## src/sv/rmp_pkg.sv

```systemverilog
// ----------------------------------------------------------------------------
// rmp_pkg
// Shared types and constants of the region mosaic pixelation block.
// ----------------------------------------------------------------------------
package rmp_pkg;

	localparam int POS_W  = 12;
	localparam int SIZE_W = 13;
	localparam int CH_W   = 8;
	localparam int PIX_W  = 3 * CH_W;
	localparam int BS_W   = 7;
	localparam int REM_W  = 6;
	localparam int CMD_W  = 2;
	localparam int MODE_W = 2;
	localparam int IDX_W  = 4;
	localparam int DATA_W = 13;

	localparam int MID_DEPTH = 4;
	localparam int OUT_DEPTH = 32;

	localparam logic [BS_W-1:0]   BS_MAX      = 7'd64;
	localparam logic [BS_W-1:0]   BS_RESET    = 7'd30;
	localparam logic [CH_W-1:0]   FILL_RESET  = 8'd105;
	localparam logic [SIZE_W-1:0] WIDTH_RESET = 13'd640;

	localparam logic [CMD_W-1:0] CMD_FRAME  = 2'd0;
	localparam logic [CMD_W-1:0] CMD_REGION = 2'd1;
	localparam logic [CMD_W-1:0] CMD_PIXEL  = 2'd2;
	localparam logic [CMD_W-1:0] CMD_UNUSED = 2'd3;

	localparam logic [MODE_W-1:0] MODE_MOSAIC = 2'd0;
	localparam logic [MODE_W-1:0] MODE_FILL   = 2'd1;
	localparam logic [MODE_W-1:0] MODE_PASS   = 2'd2;
	localparam logic [MODE_W-1:0] MODE_UNUSED = 2'd3;

	localparam logic [IDX_W-1:0] REG_MODE  = 4'd0;
	localparam logic [IDX_W-1:0] REG_BLOCK = 4'd1;
	localparam logic [IDX_W-1:0] REG_FILL  = 4'd2;
	localparam logic [IDX_W-1:0] REG_WIDTH = 4'd3;

	typedef struct packed {
		logic [CMD_W-1:0]  command;
		logic [POS_W-1:0]  region_x;
		logic [POS_W-1:0]  region_y;
		logic [SIZE_W-1:0] region_w;
		logic [SIZE_W-1:0] region_h;
		logic [CH_W-1:0]   blue_in;
		logic [CH_W-1:0]   green_in;
		logic [CH_W-1:0]   red_in;
	} item_t;

	typedef struct packed {
		logic [CH_W-1:0] blue_out;
		logic [CH_W-1:0] green_out;
		logic [CH_W-1:0] red_out;
		logic            masked;
	} result_t;

	// effective settings, already clamped
	typedef struct packed {
		logic [MODE_W-1:0] mode;
		logic [BS_W-1:0]   block;
		logic [CH_W-1:0]   fill;
		logic [SIZE_W-1:0] width;
	} cfg_t;

endpackage

```

## src/sv/rmp_front.sv

```systemverilog
// ----------------------------------------------------------------------------
// rmp_front
// Takes commands, keeps the region list and raster position, and classifies
// each pixel against every region.
// ----------------------------------------------------------------------------
module rmp_front #(
	parameter int R = 8
) (
	input  logic                                 clk,
	input  logic                                 arst_n,
	input  rmp_pkg::item_t                       item,
	input  logic                                 accept,
	input  rmp_pkg::cfg_t                        cfg,
	output logic                                 pix_push,
	output logic [rmp_pkg::PIX_W-1:0]            pix,
	output logic [R-1:0]                         hit,
	output logic [R-1:0][rmp_pkg::POS_W-1:0]     dx,
	output logic [R-1:0][rmp_pkg::POS_W-1:0]     dy
);
	import rmp_pkg::*;

	localparam int CW = $clog2(R + 1);
	localparam int IW = (R > 1) ? $clog2(R) : 1;

	logic [CW-1:0]     count_q;
	logic [POS_W-1:0]  col_q, row_q;
	logic [POS_W-1:0]  rx_q [R];
	logic [POS_W-1:0]  ry_q [R];
	logic [SIZE_W-1:0] rw_q [R];
	logic [SIZE_W-1:0] rh_q [R];
	logic              add_ok;
	logic              line_end;

	assign add_ok   = accept && (item.command == CMD_REGION) && (count_q < CW'(R));
	assign pix_push = accept && (item.command == CMD_PIXEL);
	assign pix      = {item.red_in, item.green_in, item.blue_in};
	assign line_end = ({1'b0, col_q} + 13'd1) >= cfg.width;

	always_ff @(posedge clk) begin
		if (add_ok) begin
			rx_q[count_q[IW-1:0]] <= item.region_x;
			ry_q[count_q[IW-1:0]] <= item.region_y;
			rw_q[count_q[IW-1:0]] <= item.region_w;
			rh_q[count_q[IW-1:0]] <= item.region_h;
		end
	end

	always_ff @(posedge clk or negedge arst_n) begin
		if (!arst_n) begin
			count_q <= '0;
			col_q   <= '0;
			row_q   <= '0;
		end else if (accept && item.command == CMD_FRAME) begin
			count_q <= '0;
			col_q   <= '0;
			row_q   <= '0;
		end else begin
			if (add_ok) begin
				count_q <= count_q + 1'b1;
			end
			if (pix_push) begin
				if (line_end) begin
					col_q <= '0;
					row_q <= row_q + 1'b1;
				end else begin
					col_q <= col_q + 1'b1;
				end
			end
		end
	end

	for (genvar i = 0; i < R; i++) begin : g_lane
		logic in_x, in_y;
		assign in_x = (col_q >= rx_q[i]) &&
			({1'b0, col_q} < ({1'b0, rx_q[i]} + rw_q[i]));
		assign in_y = (row_q >= ry_q[i]) &&
			({1'b0, row_q} < ({1'b0, ry_q[i]} + rh_q[i]));
		assign hit[i] = (CW'(i) < count_q) && in_x && in_y;
		assign dx[i]  = col_q - rx_q[i];
		assign dy[i]  = row_q - ry_q[i];
	end

endmodule

```

## config.mk

```make
export PLATFORM = sky130hd
export DESIGN_NAME = rmp_front
export DESIGN_NICKNAME = d
export VERILOG_FILES = /design/src/sv/rmp_pkg.sv /design/src/sv/rmp_front.sv
export SDC_FILE = /design/constraint.sdc
export NUM_CORES = 1
export LEC_CHECK = 0
export CAP_MARGIN = 20
export CORE_MARGIN = 2
export CORE_UTILIZATION = 35
export CTS_CLUSTER_DIAMETER = 80
export DETAILED_ROUTE_END_ITERATION = 8
export DONT_BUFFER_PORTS = 1
export HOLD_SLACK_MARGIN = 0.08
export SLEW_MARGIN = 20
export SYNTH_ARGS = -nofsm -noshare
export SYNTH_HDL_FRONTEND = slang
export SYNTH_SLANG_ARGS = --single-unit
```

## constraint.sdc

```tcl
create_clock -name clk -period 7.6 [get_ports clk]
set_input_delay 0.38 -clock clk [delete_from_list [all_inputs] [get_ports clk]]
set_output_delay 0.38 -clock clk [all_outputs]
set_load 0.05 [all_outputs]
```

## Yosys cells after proc, flatten, opt, wreduce, memory -nomap -nowiden

Memory sizes are Yosys's and may differ from the RTL's.
Index checks and enable logic that the tools add are counted.

| storage, ports and cells | value |
|---|---|
| flip-flop bits (word level) | 28 |
| RAM bits | 400 |
| input port bits | 109 |
| output and inout bits | 225 |
| memories kept | 4 |

Memories:

| name | words | width | read ports | clocked after memory_dff | wr ports | RTL line | source |
|---|---|---|---|---|---|---|---|
| rh_q | 8 | 13 | 8 | 0 | 1 | rmp_front.sv:30 | `logic [SIZE_W-1:0] rh_q [R];` |
| rw_q | 8 | 13 | 8 | 0 | 1 | rmp_front.sv:29 | `logic [SIZE_W-1:0] rw_q [R];` |
| rx_q | 8 | 12 | 8 | 0 | 1 | rmp_front.sv:27 | `logic [POS_W-1:0] rx_q [R];` |
| ry_q | 8 | 12 | 8 | 0 | 1 | rmp_front.sv:28 | `logic [POS_W-1:0] ry_q [R];` |

| cells by class | value |
|---|---|
| add/subtract/negate cells | 36 |
| order comparisons | 42 |
| eq/ne operators | 2 |
| muxes and demuxes | 10 |
| reduce and logical (&&, ||, !) cells | 41 |

Operators with widths:

| operator | count |
|---|---|
| 12-bit by 13-bit adder with 13-bit output | 16 |
| 12-bit by 13-bit less-than comparator with 1-bit output | 16 |
| 12-bit >= comparator | 16 |
| 12-bit subtractor | 16 |
| 12-bit 2-to-1 mux | 6 |
| 1-bit logical AND | 36 |
| 12-bit by 1-bit adder with 12-bit output, second input constant | 2 |
| 3-bit by 4-bit less-than comparator with 1-bit output, first input constant | 4 |
| 12-bit by 1-bit adder with 13-bit output, second input constant | 1 |
| 13-bit >= comparator | 1 |
| 1-bit by 4-bit less-than comparator with 1-bit output, first input constant | 2 |
| 2-bit by 4-bit less-than comparator with 1-bit output, first input constant | 2 |
| 4-bit 2-to-1 mux | 2 |
| 2-bit nonzero test | 3 |
| 4-bit by 1-bit adder with 4-bit output, second input constant | 1 |
| 4-bit less-than comparator, second input constant | 1 |
| 2-bit by 1-bit equality test with 1-bit output, second input constant | 1 |
| 2-bit equality test, second input constant | 1 |
| 2-bit zero test | 1 |
| 1-bit 2-to-1 mux | 2 |
| 2-bit AND reduction | 1 |

## Logic depth before layout (Yosys ltp)

| depth | value |
|---|---|
| depth after elaboration | 5 |
| gate-level depth with buffers | 17 |
| depth with buffers taken out | 17 |

## Worst setup path before layout

Ideal clock, no wire load.

| timing | value |
|---|---|
| kind | register -> register |
| start | register count_q[3] |
| end | memory rh_q[0][0], enable pin |
| setup time | 0.519 ns |
| data arrival time | 4.360 ns |
| data required time | 7.081 ns |
| slack | 2.720 ns |
| cell stages (with the launch flop) | 5 |
| clock period less this slack | 4.880 ns |
| cell sequence | dfrtp_1 -> clkbuf_1 -> and3b_1 -> nand2_1 -> nor3_1 |

| on the way | value |
|---|---|
| word-level cells in the longest chain between the ends | 4 |

RTL lines:

| what | RTL line | source |
|---|---|---|
| from (decl) | rmp_front.sv:25 | `logic [CW-1:0] count_q;` |
| from (signal assigned) | rmp_front.sv:59 | `count_q <= count_q + 1'b1;` |
| 4-bit less-than comparator | rmp_front.sv:34 | `assign add_ok = accept && (item.command == CMD_REGION) && (count_q < CW'(R));` |
| 1-bit logical AND | rmp_front.sv:34 |  |
| 1-bit 2-to-1 mux | rmp_front.sv:40 | `if (add_ok) begin` |
| 1-bit 2-to-1 mux (not written as such) | rmp_front.sv:44 | `rh_q[count_q[IW-1:0]] <= item.region_h;` |
| to (decl) | rmp_front.sv:30 |  |

No other way between the ends.

==> flow_metrics.py <==
metrics = {
    "finish": {
        "fill_cells": 9544,
        "final_core_util": 0.404,
        "multi_input_area_um2": 20800,
        "area_delta_synth_final_pct": 14.2,
        "nets": 4412,
        "drive_gt1_frac": 0.0811,
        "seq_area_um2": 12700,
    },
    "route": {
        "wl_um": 100000,
        "drt_iter0_markers": 1688,
        "wire_per_inst_um": 19.9,
        "first_pass_iters": 7,
        "ant_nets": 0,
        "num_vias": 27000,
        "vias_per_cell": 5.36,
        "drc": 0,
    },
    "floorplanning": {
        "rows": 115,
        "core_area_um2": 98600,
        "fp.dieW_um": 319,
        "start_util": 0.353,
        "die_h_um": 319,
        "pin_count": 334,
        "dieArea_um2": 102000,
    },
    "logic_synthesis": {
        "synth_ff_type": "edfxtp_1",
        "yosys_register_bits": 428,
        "synth_edf_count": 400,
        "ys_seq_area_frac": 0.365,
        "post-synth-top-area-fraction": 0.345,
        "ys_warn_count": 0,
        "synthTopCellsByCount": "577 x ha_1, 400 x edfxtp_1, 332 x inv_1",
        "avgSynthCellArea_um2": 10.1,
        "synth-async-reset-ratio": 0.0654,
        "synthCells": 3456,
        "synthTopCellsByArea": "edfxtp_1 34%, ha_1 21%, xnor2_1 4.7%, a21oi_1 3.6%, inv_1 3.6%",
        "netlist_area_um2": 34800,
        "synth_most_common_cell": "ha_1",
        "synth_area_leader_cell": "edfxtp_1",
        "syn_nets": 4174,
        "synth_cell_types": 73,
    },
    "hold_path": {
        "min_path_type": "in -> reg",
    },
    "timing": {
        "hold_slack_ns": 0.180,
        "layout_min_cycle_time_ns": 5.34,
        "tightest_slew_ns": 1.17,
        "skew_ns": 0.0135,
        "finalMaxSlewViolations": 0,
        "setup_ws_ns": 2.26,
        "hold_viol": 0,
        "finalSetupTns_ns": 0,
        "setup_violations": 0,
        "period_share": 0.702,
        "fmax_mhz": 187,
        "rsz0062_at_grt": "no",
        "slew_headroom": 0.220,
    },
    "grt": {
        "grt_overflow_total": 0,
        "grt_pass1_wl_um": 148000,
        "grt_pass1_vias": 26100,
        "antenna_found_initial": 22,
        "grt_max_degree": 51,
        "track_usage": 0.190,
    },
    "setup_path": {
        "crit_path_max_fanout": 4,
        "crit_chain": "ha_1 > a21o_1 > a21oi_1 > o21ba_2 > o21ai_0 > a21oi_1 > xor2_1 > ha_1 > a21oi_1 > nand2_1 > a21o_1 > a2111oi_0 > a21oi_1 > a221oi_2",
        "required_ns": 7.22,
        "timing.critical_path.from_type": "flip-flop",
        "critical_path.most_common_cell": "a21oi_1",
        "crit_path_max_incr_delay_ns": 1.09,
        "crit_type": "reg -> out",
        "crit_slowest_cell": "a221oi_2",
        "endpoint_kind": "primary output",
        "critPathArrivalTime_ns": 4.96,
    },
    "clock_tree": {
        "post_cts_resized": 0,
        "numCtsBuffers": 50,
        "clock-sinks": 428,
        "htree_levels": 2,
        "cts.root.buffer_cell": "clkbuf_16",
        "cts_setup_buffers": 0,
        "clockBufferDepth": 3,
        "path_clk_slew_ns": 0.06,
        "clk_latency_ns": 0.60,
        "cts_tree": "done",
    },
    "job": {
        "max_cap_viol_count": 0,
    },
    "placement": {
        "dpl.hpwl_um": 81200,
        "port_buffers": 0,
        "place_congestion": 0.886,
        "dp_worst_setup_slack_ns": 2.87,
    },
    "pwr": {
        "power_density_nw_per_um2": 236,
        "vdd_drop_max_uv": 213,
        "leakagePower_uw": 0.0173,
    },
    "run_status": {
        "status": "complete, no violations",
    },
}
[report_power, final]
group          switching (uW)  total, uW  internal [uW]
Clock                     988       2360           1380
Sequential               49.1       2680           2630
Combinational            3060       4330           1270
Total                    4100       9380           5280
[worst max-delay path: cells and delay by family, from the launching register on]
| kind | cells | cell delay, ns |
|---|---|---|
| xor gates and xnor gates | 1 | 0.17 |
| and+or+nand+nor | 1 | 0.06 |
| DFF | 1 | 0.49 |
| AOI/OAI and AO/OA | 10 | 3.04 |
| adders and majority gates | 2 | 0.61 |
[metrics by stage]
| stage | cell area (um^2) | instances | power [uW] |
|---|---|---|---|
| floorplan | 34800 | 3456 | 5790 |
| CTS | 39700 | 5022 | 9490 |
| global route | 39800 | 5023 | 9840 |
| global placement | 37600 | 4874 | 6980 |
| detailed placement | 37600 | 4875 | 7010 |
| finish | 39800 | 5029 | 9380 |
[area by class of cell]
class / instances / share of cell area
well taps: 1287 / 0.0405
flip-flops and latches: 428 / 0.320
repair buffers: 228 / 0.0467
inverters: 332 / 0.0313
clock inverters: 21 / 0.00368
multi-input cells: 2654 / 0.522
diodes: 7 / 0.000440
clock buffers: 72 / 0.0362
[routing by layer]
layer / global-route usage / up-vias / wire (um)
li1: - / 13200 / -
met1: 0.259 / 12900 / 45700
met2: 0.305 / 676 / 44200
met3: 0.0441 / 145 / 7940
met4: 0.0469 / 24 / 2290
met5: 0 / - / 148
[path summary, 6_finish.rpt]
kind	start	to	slack [ns]	cells past startpoint
worst min register to register	count_q[0]	count_q[0]	0.54	2
worst min-delay path	item[74]	count_q[2]	0.18	3
max in group asynchronous	arst_n	count_q[2]	7.19	2
min in group asynchronous	arst_n	col_q[2]	0.23	2
worst max register to register	col_q[4]	col_q[9]	2.95	13
worst max-delay path	ry_q[5][1]	hit[5]	2.26	14
[logic make-up after synthesis]
group / after synthesis / share of synthesized area
buf+inv: 374 / 0.0430
fa+ha+maj: 609 / 0.226
xor+xnor: 318 / 0.0800
flops: 428 / 0.365
simple gates: 845 / 0.117
compound gates: 882 / 0.169
[flip-flops by register name, summed over array words and instances, names as in the netlist]
register,flops
rh_q,104
ry_q,96
col_q,12
rw_q,104
row_q,12
count_q,4
rx_q,96
[layout by cell type (no fill, tap or decap), types with 16 or more instances in the layout]
cell             n
ha_1           577
nor3_1         108
o2111ai_1       16
clkbuf_16       54
buf_4          174
dfrtp_1         28
o21ai_0        163
nor2b_1         53
a211oi_1        37
or3_1           27
edfxtp_1       400
inv_1          332
and4_1          16
dlygate4sd3_1   53
o41ai_1         40
a21o_1          86
a21oi_1        249
fa_1            32
xor2_1         133
and3_1          24
nand3_1         76
clkbuf_1        16
xnor2_1        181
o21bai_1        29
nand2b_1        36
nand4_1         27
o21a_1          61
o211ai_1        29
nor2_1         292
nand2_1        128
[what timing repair did]
item / in CTS / in global routing
setup endpoints to repair: 0 / 0
hold buffers: 54 / 0
hold endpoints to repair: 434 / 0
Power figures use the tool's default switching activity.
