$ cat src/sv/rmp_fifo.sv
// ----------------------------------------------------------------------------
// rmp_fifo
// Small register queue with fall-through read data.
// ----------------------------------------------------------------------------
module rmp_fifo #(
	parameter int WIDTH = 8,
	parameter int DEPTH = 4
) (
	input  logic             clk,
	input  logic             arst_n,
	input  logic             wr,
	input  logic [WIDTH-1:0] wdata,
	input  logic             rd,
	output logic [WIDTH-1:0] rdata,
	output logic             empty,
	output logic             full
);
	localparam int AW = (DEPTH > 1) ? $clog2(DEPTH) : 1;
	localparam int CW = $clog2(DEPTH + 1);

	logic [WIDTH-1:0] mem_q [DEPTH];
	logic [AW-1:0]    wptr_q, rptr_q;
	logic [CW-1:0]    cnt_q;
	logic             do_wr, do_rd;

	assign do_wr = wr && !full;
	assign do_rd = rd && !empty;
	assign empty = (cnt_q == '0);
	assign full  = (cnt_q == CW'(DEPTH));
	assign rdata = mem_q[rptr_q];

	always_ff @(posedge clk) begin
		if (do_wr) begin
			mem_q[wptr_q] <= wdata;
		end
	end

	always_ff @(posedge clk or negedge arst_n) begin
		if (!arst_n) begin
			wptr_q <= '0;
			rptr_q <= '0;
			cnt_q  <= '0;
		end else begin
			if (do_wr) begin
				wptr_q <= (wptr_q == AW'(DEPTH - 1)) ? '0 : wptr_q + 1'b1;
			end
			if (do_rd) begin
				rptr_q <= (rptr_q == AW'(DEPTH - 1)) ? '0 : rptr_q + 1'b1;
			end
			if (do_wr && !do_rd) begin
				cnt_q <= cnt_q + 1'b1;
			end else if (do_rd && !do_wr) begin
				cnt_q <= cnt_q - 1'b1;
			end
		end
	end

endmodule

$ cat config.mk
export PLATFORM = sky130hd
export DESIGN_NAME = rmp_fifo
export DESIGN_NICKNAME = d
export VERILOG_FILES = /design/src/sv/rmp_fifo.sv
export SDC_FILE = /design/constraint.sdc
export NUM_CORES = 1
export LEC_CHECK = 0
export BUFFER_PORTS_ARGS = -buffer_cell sky130_fd_sc_hd__buf_4
export CAP_MARGIN = 20
export CORE_UTILIZATION = 50
export CTS_BUF_LIST = sky130_fd_sc_hd__clkbuf_16
export CTS_CLUSTER_SIZE = 28
export DETAILED_ROUTE_END_ITERATION = 8
export PLACE_DENSITY = 0.74
export SYNTH_ARGS = -nofsm -noshare
export SYNTH_HDL_FRONTEND = slang
export SYNTH_SLANG_ARGS = --single-unit
$ cat constraint.sdc
create_clock -name clk -period 1.9 [get_ports clk]
set_clock_uncertainty 0.2 [all_clocks]
set_input_delay 0.095 -clock clk [delete_from_list [all_inputs] [get_ports clk]]
set_output_delay 0.095 -clock clk [all_outputs]
set_load 0.01 [all_outputs]
; After elaboration in Yosys (flattened, before gate mapping)
; Memory sizes are Yosys's and may differ from the RTL's.
; Index checks and enable logic that the tools add are counted.
[word_totals]
memories = 1
inputBits = 12
ramBits = 32
latch_bits = 0
ff_bits = 7
mem_bits_ro = 0
[mem_list]
columns = name, depth, width, rd, rd_ports_with_merged_regs, wr, line_no
row1 = mem_q, 4, 8, 1, 0, 1, 21  ; logic [WIDTH-1:0] mem_q [DEPTH];
[op_classes]
n_reduce_logical = 10
div_mod_pow = 0
n_shift = 0
order_cmp = 0
n_addsub = 4
bitwise_logic = 0
n_eq_ne = 3
n_mux = 6
n_mul = 0
[op_table]
columns = operator, count
row1 = $mux W3, 2
row2 = $add A2 B1 Y2 const B, 2
row3 = $eq A2 B2 Y1 const B, 2
row4 = $logic_and A1 B1 Y1, 4
row5 = $logic_not A1 Y1, 4
row6 = $mux W2, 2
row7 = $add A3 B1 Y3 const B, 1
row8 = $eq A3 B3 Y1 const B, 1
row9 = $logic_not A3 Y1, 1
row10 = $sub A3 B1 Y3 const B, 1
row11 = $mux W1, 2
row12 = $reduce_bool A2 Y1, 1

; Longest topological paths before layout
; Gate-level depths: netlist of the first run.
[logic_depth]
word_depth = 7
depth_mapped = 9
mapped_depth_nobuf = 8

; Least setup slack after synthesis of the first run
; Ideal clock, no wire load.
[synth_path]
path_kind = reg2reg
startpoint = register cnt_q[0]
endpoint = register cnt_q[2]
path_stages_with_launch = 9
setup_ns = 0.079
arrival_ns = 1.984
n_path_buf = 0
path_slack_ns = -0.364
synth_period_minus_slack_ns = 2.264
path_cell_list = dfrtp_1 -> nor3_1 -> nand2b_4 -> ha_1 -> inv_1 -> fa_1 -> xor2_1 -> nor2_1 -> xor2_1
[synth_between]
elab_chain_len = 6
elab_cells_between_ends = 15
cone_classes = add/sub (2) / eq/ne (1) / mux (2) / reduce/logical (10)
[synth_rtl]
columns = item, line_no
row1 = start: declaration, 23  ; logic [CW-1:0] cnt_q;
row2 = start signal: assignment, 51  ; cnt_q <= cnt_q + 1'b1;
row3 = start signal: assignment, 53  ; cnt_q <= cnt_q - 1'b1;
row4 = $logic_not A3 Y1 (*), 28  ; assign empty = (cnt_q == '0);
row5 = named net empty, 15  ; output logic empty,
row6 = $logic_not A1 Y1 (*), 27  ; assign do_rd = rd && !empty;
row7 = $logic_and A1 B1 Y1 (*), 27
row8 = $logic_not A1 Y1, 50  ; if (do_wr && !do_rd) begin
row9 = $logic_and A1 B1 Y1, 50
row10 = $mux W3 or $reduce_bool A2 Y1 (tied branches), -
; Mark *: on every way through the listed nets, which the timed path passes. The rest lies on a longest branch. The select of a mux whose other input is x is not followed.
; A chain may end at the register's enable or synchronous reset.

; Final worst setup path of the first run
[layout_path]
startpoint = register cnt_q[0]
endpoint = register cnt_q[2]
[layout_between]
elab_chain_len = 6
elab_cells_between_ends = 15
cone_classes = add/sub (2) / eq/ne (1) / mux (2) / reduce/logical (10)
[layout_rtl]
columns = item
row1 = "parallel branches: the longest is 6 deep, another holds $sub A3 B1 Y3"
; Parallel ways; which one is timed is not known. The select of a mux whose other input is x is not followed.

==> results of run 1 <==
cell usage in the layout (no fill, tap or decap):
| cell | Yosys | final |
|---|---|---|
| clkbuf_16 | 0 | 5 |
| nor2b_2 | 1 | 1 |
| fa_2 | 0 | 1 |
| clkinv_1 | 0 | 1 |
| inv_2 | 0 | 1 |
| mux2_2 | 3 | 3 |
| inv_1 | 3 | 2 |
| nor3b_4 | 1 | 1 |
| bufinv_16 | 0 | 1 |
| dfrtp_2 | 0 | 2 |
| mux4_2 | 8 | 8 |
| mux2_4 | 2 | 2 |
| and2_2 | 4 | 4 |
| ha_4 | 0 | 1 |
| buf_4 | 0 | 35 |
| clkinv_2 | 0 | 1 |
| edfxtp_1 | 32 | 32 |
| xor2_1 | 2 | 2 |
| dlygate4sd3_1 | 0 | 10 |
| ha_1 | 6 | 5 |
| nor2_1 | 3 | 3 |
| dfrtp_1 | 7 | 5 |
| nand2b_4 | 1 | 1 |
| xnor2_1 | 1 | 1 |
| nor3_4 | 0 | 1 |
stage by stage:
stage          cell area [µm²]   util
6_report                  2210  0.724
5_1_grt                   2210  0.724
2_1_floorplan             1650      -
3_3_place_gp              1910  0.627
4_1_cts                   2200  0.722
3_5_place_dp              1910  0.627
what timing repair did:
| action | 4_1_cts | 5_1_grt |
|---|---|---|
| resized for setup | 2 | 0 |
| hold buffers | 10 | 0 |
| hold endpoints to repair | 39 | 0 |
| buffers inserted | 3 | 1 |
| pin swaps | 5 | 0 |
| gates cloned | 0 | 0 |
| setup endpoints to repair | 2 | 9 |
sequential cells by signal (all words and copies together) (netlist names):
register  count
cnt_q         3
mem_q        32
wptr_q        2
rptr_q        2
worst paths after layout:
path	slack (ns)	start	to
setup / recovery	-0.08	cnt_q[0]	cnt_q[2]
hold / removal	0.06	rd	cnt_q[0]
setup reg to reg	-0.08	cnt_q[0]	cnt_q[2]
hold reg to reg	0.39	wptr_q[1]	wptr_q[1]
max in group asynchronous	0.63	arst_n	cnt_q[1]
min in group asynchronous	0.59	arst_n	wptr_q[0]
critical path: stages, from the launching register on:
cell	delay, ns
dfrtp_2	0.44
nor3_4	0.18
nand2b_4	0.16
ha_4	0.14
inv_2	0.03
fa_2	0.33
xor2_1	0.16
nor2_1	0.08
xor2_1	0.15
power groups by stage:
stage	combinational (mW)	clock [mW]	sequential (mW)
CTS	1.24	0.926	1.34
global placement	1.14	0	1.33
global route	1.36	0.952	1.36
detailed placement	1.18	0	1.35
floorplan	0.762	0	1.28
finish	1.24	0.906	1.33
final cells by class:
cell class / count / area, µm² / share of cell area
sequential: 39 / 1140 / 0.515
multi-input combinational: 34 / 479 / 0.217
clock buffer: 5 / 125 / 0.0566
clock inverter: 3 / 38.8 / 0.0175
timing repair buffer: 45 / 363 / 0.164
inverter: 3 / 11.3 / 0.00509
tap: 44 / 55.1 / 0.0249
kinds of logic (layout without fill, tap and decap cells):
kind of cell  after synthesis  in the layout
xor+xnor                    3              3
fa+ha+maj                   7              7
buf+inv                     6             56
flops                      39             39
mux                        13             13
simple gates               11             11
routing by layer:
metal,GRT usage,up-vias,share of wire
met4,0.0714,0,0.0031
li1,-,399,-
met2,0.334,18,0.57
met1,0.182,421,0.40
met5,0,-,0
met3,0.0462,2,0.033
==> run_results.csv, run 1 <==
group,metric,value,unit
clocking,path_clk_slew,0.05,ns
synthesis,syn_nets,98,
synthesis,synthSimpleGateAreaFrac,0.0541,
power,p_seq_frac,0.383,
drt,wl,2600,µm
synthesis,synthCells,79,
drt,drt_iter0_markers,9,
place,place.port_buffers,21,
layout,antenna_cells,0,
die,core,0.00305,mm²
place,gp_congestion,0.646,
setup_path,required,1.86,ns
setup_path,r2r_cells,8,
layout,fin_cells,173,
place,pre_cts_slack,-0.111,ns
setup_path,path_max_fanout,3,
synthesis,ys.flop_type,"edfxtp_1",
layout,area_growth,36.4,%
clocking,cts_tree,"built",
run,cap_viol_max_count,0,
power,total_leakage_power,0.864,nW
sta,finalWorstSetupSlack,-0.0826,ns
synthesis,synthMuxAreaShare,0.151,
synthesis,synth_area_leaders,"edfxtp_1 (59%), mux4_2 (11%), dfrtp_1 (11%)",
drt,vias_per_cell,4.86,
synthesis,synth_xor_area_frac,0.0162,
status,outcome,"finished, violations left",
sta,period_minus_slack,1.98,ns
sta,finalHoldViolCount,0,
min_path,min_path_cells,4,
synthesis,synth-compound-area-share,0,
power,power_density,1570,mW/mm²
power,swShare,0.273,
clocking,cts_inserted_buffers,5,
sta,tightestPinTransition,0.434,ns
place,place_hpwl,1740,µm
setup_path,end_kind,"register",
die,die_x,58.9,µm
sta,timing.hold.ws,0.0646,ns
clocking,htree_levels,2,
synthesis,syn-cell-area,0.00162,mm²
power,p_int,2.53,mW
synthesis,synth_top_area_share,0.593,
synthesis,ys_async_sr_fraction,0.179,
synthesis,ys_ff_latch,39,
sta,rsz0062_at_grt,"true",
die,die_area,0.00347,mm²
setup_path,critPathKind,"register to register",
sta,max_freq,0.504,GHz
drt,drc_errors,0,
global_route,grt_pass1_wl,4240,µm
synthesis,synth_top_area_cell,"edfxtp_1",
die,boundaryPins,22,
die,die_h,58.9,µm
global_route,grt_usage,0.176,
global_route,grt_pass1_vias,916,
status,violations,"negative setup slack",
sta,max_slew_margin,0.710,
sta,drv_slew,0,
drt,wl_per_cell,15.0,µm
clocking,clk_latency,0.27,ns
power,ir_drop,0.951,mV
clocking,clockBufferDepth,2,
synthesis,yosys_warnings,0,
synthesis,synth_most_common_cell,"edfxtp_1",
die,rows,20,
power,p_clk_frac,0.261,
synthesis,syn_area_per_cell,20.5,µm²
global_route,grt_max_degree,13,
layout,nets,147,
sta,fin_crit_sh,1.04,
sta,setup_violations,2,
place,dp_cells,151,
synthesis,synth_fa_ha_area_frac,0.0587,
power,p_switching,0.950,mW
global_route,antenna_found_initial,0,
layout,drive_above_1_share,0.527,
synthesis,synth_common_cells,"edfxtp_1 (32), mux4_2 (8), dfrtp_1 (7)",
synthesis,yosysUniqueCellTypes,19,
die,initial_core_util,0.531,
synthesis,synth-seq-area-share,0.701,
global_route,grt_overflow,0,
synthesis,synth_edf_count,32,
setup_path,worstSetupStartpointType,"register",
min_path,hold_class,"input port to register",
power,combPwrFrac,0.356,
clocking,clock_tree.root_cell,"clkbuf_16",
synthesis,synth_top_family_by_area,"multiplexers",
sta,tns,-0.143,ns
layout,fillers,201,
power,p_total,3.48,mW
drt,drt_pre_antenna_iters,4,
drt,num_vias,840,
clocking,cts.sinks,39,
drt,ant_nets,0,
setup_path,arrival,1.94,ns
Power figures use the tool's default switching activity.
==> inputs of run 2 (changes only) <==
==> constraint.sdc (replaced) <==
create_clock -name clk -period 1.9 [get_ports clk]
set_clock_uncertainty 0.2 [all_clocks]
set_input_delay 0.095 -clock clk [delete_from_list [all_inputs] [get_ports clk]]
set_output_delay 0.095 -clock clk [all_outputs]
set_load 0.1 [all_outputs]
==> run 2 against run 1 <==
Against the previous run: the run still ends with negative setup slack left; first-iteration DRC count increased by 22%; cell count decreased by 1.7%; largest cell class unchanged; count of clock-buffer cells in the layout unchanged; utilization decreased by 0.49 points; sequential cell count unchanged; setup slack got worse by 0.086 ns.
==> run_results.csv, run 2 (synthesis gave the netlist of run 1 again) <==
group,metric,value,unit
status,outcome,"finished, violations left",
status,violations,"negative setup slack",
die,die_x,58.9,µm
sta,finalHoldViolCount,0,
sta,finalWorstSetupSlack,-0.168,ns
sta,max_slew_margin,0.708,
layout,fillers,196,
run,cap_viol_max_count,0,
sta,drv_slew,0,
die,die_h,58.9,µm
place,placed_cell_area,0.00192,mm²
global_route,grt_overflow,0,
global_route,grt_usage,0.183,
setup_path,cp_slowest_cell,"dfrtp_2",
drt,num_vias,877,
drt,ant_nets,0,
clocking,path_clk_slew,0.06,ns
sta,max_freq,0.483,GHz
layout,mostFrequentLayoutCell,"edfxtp_1",
setup_path,critPathKind,"register to register",
setup_path,worstSetupStartpointType,"register",
clocking,clk_latency,0.28,ns
drt,vias_per_cell,5.16,
die,initial_core_util,0.531,
layout,post-route-cell-area,0.00220,mm²
layout,multi_input_area,493,µm²
global_route,grt_max_degree,14,
place,place_hpwl,1770,µm
sta,fin_crit_sh,1.09,
layout,drive_above_1_share,0.524,
die,rows,20,
layout,area_growth,35.5,%
setup_path,max_stage_delay,0.46,ns
layout,top_regs,"mem_q x32, cnt_q x3",
die,core,0.00305,mm²
layout,layout_common_cells,"edfxtp_1 (32), buf_4 (31), dlygate4sd3_1 (10)",
global_route,antenna_found_initial,0,
layout,nets,144,
place,gp_congestion,0.759,
place,pre_cts_slack,-0.158,ns
layout,final-seq-area,0.00114,mm²
clocking,clockBufferDepth,2,
drt,wl_per_cell,16.2,µm
clocking,htree_levels,2,
die,boundaryPins,22,
drt,drt_iter0_markers,11,
sta,tightestPinTransition,0.438,ns
min_path,hold_class,"input port to register",
die,die_area,0.00347,mm²
clocking,cts.sinks,39,
layout,final_util,0.719,
clocking,cts_tree,"built",
layout,largest_register_ff_count,32,
setup_path,required,1.86,ns
global_route,grt_pass1_vias,935,
place,place.port_buffers,21,
sta,period_minus_slack,2.07,ns
place,dp_cells,150,
sta,rsz0062_at_grt,"true",
sta,setup_violations,2,
setup_path,crit_chain,"nor3b_4 -> nor2b_4 -> ha_4 -> inv_2 -> fa_2 -> mux2_4",
drt,drt_pre_antenna_iters,4,
clocking,clock_tree.root_cell,"clkbuf_16",
layout,fin_cells,170,
global_route,grt_pass1_wl,4340,µm
setup_path,cp_num_buf_inv,1,
drt,drc_errors,0,
setup_path,path_max_fanout,4,
layout,regMostFlops,"mem_q",
setup_path,arrival,2.03,ns
setup_path,cp_top_family,"adder cells",
layout,antenna_cells,0,
setup_path,end_kind,"register",
clocking,cts_inserted_buffers,5,
drt,wl,2750,µm
==> run 2: final cells by class <==
cell class                      instances  area share
Clock buffer                            5      0.0570
Clock inverter                          3     0.00912
Tap cell                               44      0.0251
Sequential cell                        39       0.519
Inverter                                3     0.00513
Multi-Input combinational cell         34       0.225
Timing Repair Buffer                   42       0.161
==> run 2: stage by stage <==
stage                     hold WS, ns  TNS [ns]
after floorplan                -0.401    -13.43
after global placement         -0.287    -0.116
after detailed placement       -0.284    -0.265
after CTS                      0.0466    -0.184
after global routing           0.0845    -0.431
final                          0.0537    -0.269
==> run 2: final timing paths <==
kind / end / slack (ns) / depth (start not counted) / from
worst max-delay path: cnt_q[1] / -0.17 / 6 / cnt_q[1]
worst min-delay path: cnt_q[0] / 0.05 / 4 / rd
worst max register to register: cnt_q[1] / -0.17 / 6 / cnt_q[1]
worst min register to register: wptr_q[1] / 0.38 / 1 / wptr_q[1]
max in group asynchronous: cnt_q[0] / 0.63 / 3 / arst_n
min in group asynchronous: wptr_q[1] / 0.59 / 3 / arst_n
==> run 2: repair_timing <==
item / in CTS / in global routing
hold buffers: 10 / 0
setup endpoints to repair: 2 / 2
setup buffers: 1 / 1
pin swaps: 3 / 1
endpoints found under the hold margin: 39 / 0
resized for setup: 2 / 2
==> run 2: worst reg2reg max path, cell delays in order (launching register included) <==
cell and delay (ns):
dfrtp_2 0.46, nor3b_4 0.30, nor2b_4 0.08, ha_4 0.17
inv_2 0.05, fa_2 0.42, mux2_4 0.28
==> run 2: layer usage <==
metal,share of wire,GRT usage,wire [µm]
met1,0.44,0.228,1200
met2,0.50,0.291,1370
met3,0.037,0.0418,101
met4,0.027,0.116,74
met5,0,0,0
Power of run 2 is left out: the tool's default activity adds up to more than one toggle a clock period on the data nets, which glitch-free logic cannot reach.
==> inputs of run 3 (changes only) <==
CORE_UTILIZATION = 55   (was 50)
PLACE_DENSITY = 0.77   (was 0.74)
clock period = 2.1 ns   (was 1.9 ns; I/O delays follow)
==> run 3 against run 2 <==
Against the previous run: the run now ends clean; cell count is 8.2% lower; setup slack better by 0.21 ns; maximum frequency is 0.41% higher; hold slack better by 0.12 ns; cell area is 1.1% lower; register-to-register slack better by 0.21 ns; routed wire length is 5.8% lower; first-iteration DRC count is 100% higher; critical endpoint unchanged; highest routed layer unchanged.
==> run_results.csv, run 3 (synthesis gave the netlist of run 1 again) <==
group,metric,value,unit
sta,fin_crit_sh,0.981,
sta,max_slew_margin,0.702,
setup_path,path_max_fanout,3,
clocking,cts_tree,"built",
setup_path,arrival,2.02,ns
clocking,clock_tree.root_cell,"clkbuf_16",
layout,mostFrequentLayoutCell,"edfxtp_1",
drt,ant_nets,0,
drt,drt_iter0_markers,22,
setup_path,worstSetupStartpointType,"register",
layout,fillers,153,
setup_path,required,2.06,ns
place,pre_cts_slack,0.00945,ns
place,place.port_buffers,21,
drt,m1WireLength,1090,µm
drt,wl_met3,98,µm
global_route,grt_usage,0.190,
sta,tightestPinTransition,0.448,ns
layout,area_growth,34.0,%
place,place_hpwl,1540,µm
global_route,grt_overflow,0,
drt,vias_per_cell,5.24,
place,gp_congestion,0.664,
layout,antenna_cells,0,
layout,drive_above_1_share,0.496,
layout,nets,143,
sta,timing.hold.ws,0.176,ns
clocking,cts_inserted_buffers,5,
global_route,grt_max_degree,13,
clocking,clk_latency,0.28,ns
sta,period_minus_slack,2.06,ns
drt,num_vias,818,
die,die_area,0.00317,mm²
layout,regMostFlops,"mem_q",
drt,wl_met2,1320,µm
die,die_x,56.3,µm
sta,rsz0062_at_grt,"true",
layout,final_util,0.780,
drt,wl_per_cell,16.6,µm
clocking,path_clk_slew,0.05,ns
sta,drv_slew,0,
drt,top_layer_used,"met4",
sta,setup_violations,0,
drt,wl,2590,µm
layout,largest_register_ff_count,32,
min_path,hold_class,"input port to register",
global_route,grt_pass1_vias,889,
layout,layout_common_cells,"edfxtp_1 (32), buf_4 (30), dlygate4sd3_1 (11)",
setup_path,regToRegSetupSlack,0.04,ns
clocking,cts.sinks,39,
global_route,grt_pass1_wl,4130,µm
global_route,antenna_found_initial,0,
run,cap_viol_max_count,0,
die,boundaryPins,22,
place,dp_cells,129,
setup_path,critPathKind,"register to register",
sta,finalWorstSetupSlack,0.0400,ns
sta,finalHoldViolCount,0,
die,initial_core_util,0.583,
clocking,htree_levels,2,
die,die_h,56.3,µm
drt,drc_errors,0,
status,outcome,"finished clean",
clocking,clockBufferDepth,2,
die,rows,19,
layout,top_regs,"mem_q x32, cnt_q x3",
layout,fin_cells,156,
die,core,0.00278,mm²
setup_path,end_kind,"register",
sta,max_freq,0.485,GHz
drt,drt_pre_antenna_iters,4,
[run 3: cell type report]
class	count	area [µm²]	share of cell area
clock inverters	3	37.5	0.0173
well taps	31	38.8	0.0179
flip-flops and latches	39	1140	0.524
multi-input cells	34	484	0.223
repair buffers	41	335	0.154
clock buffers	5	125	0.0576
inverters	3	11.3	0.00519
[run 3: through the flow]
| stage | instance area, µm² | TNS [ns] |
|---|---|---|
| final | 2170 | 0 |
| after global routing | 2170 | -0.0547 |
| after CTS | 2120 | 0 |
| after detailed placement | 1830 | 0 |
| after global placement | 1830 | 0 |
| after floorplan | 1650 | -5.63 |
[run 3: repair_timing]
action                                  CTS  global route
pin swaps                                 0             5
setup buffers                             2             6
endpoints found under the setup margin    9             1
endpoints found under the hold margin    40             0
hold buffers                             11             0
resized for setup                         1             1
[run 3: worst max-delay path, stage by stage, from the launching register on]
cell     delay (ns)
dfrtp_2        0.43
buf_4          0.15
nor3b_4        0.20
nor2b_2        0.09
ha_4           0.17
inv_2          0.05
fa_2           0.41
mux2_2         0.27
[run 3: layer usage]
layer  global-route usage  vias to the layer above
li1                     -                      387
met4                0.136                        0
met2                0.291                       18
met1                0.232                      405
met5                    0                        -
met3               0.0576                        8
[run 3: worst paths after layout]
check	startpoint	to	cells past startpoint
max in group asynchronous	arst_n	rptr_q[0]	3
hold / removal	wr	cnt_q[0]	4
setup / recovery	cnt_q[0]	cnt_q[1]	7
min in group asynchronous	arst_n	wptr_q[0]	3
setup reg to reg	cnt_q[0]	cnt_q[1]	7
hold reg to reg	wptr_q[1]	wptr_q[1]	1
Power of run 3 is left out for the same reason.
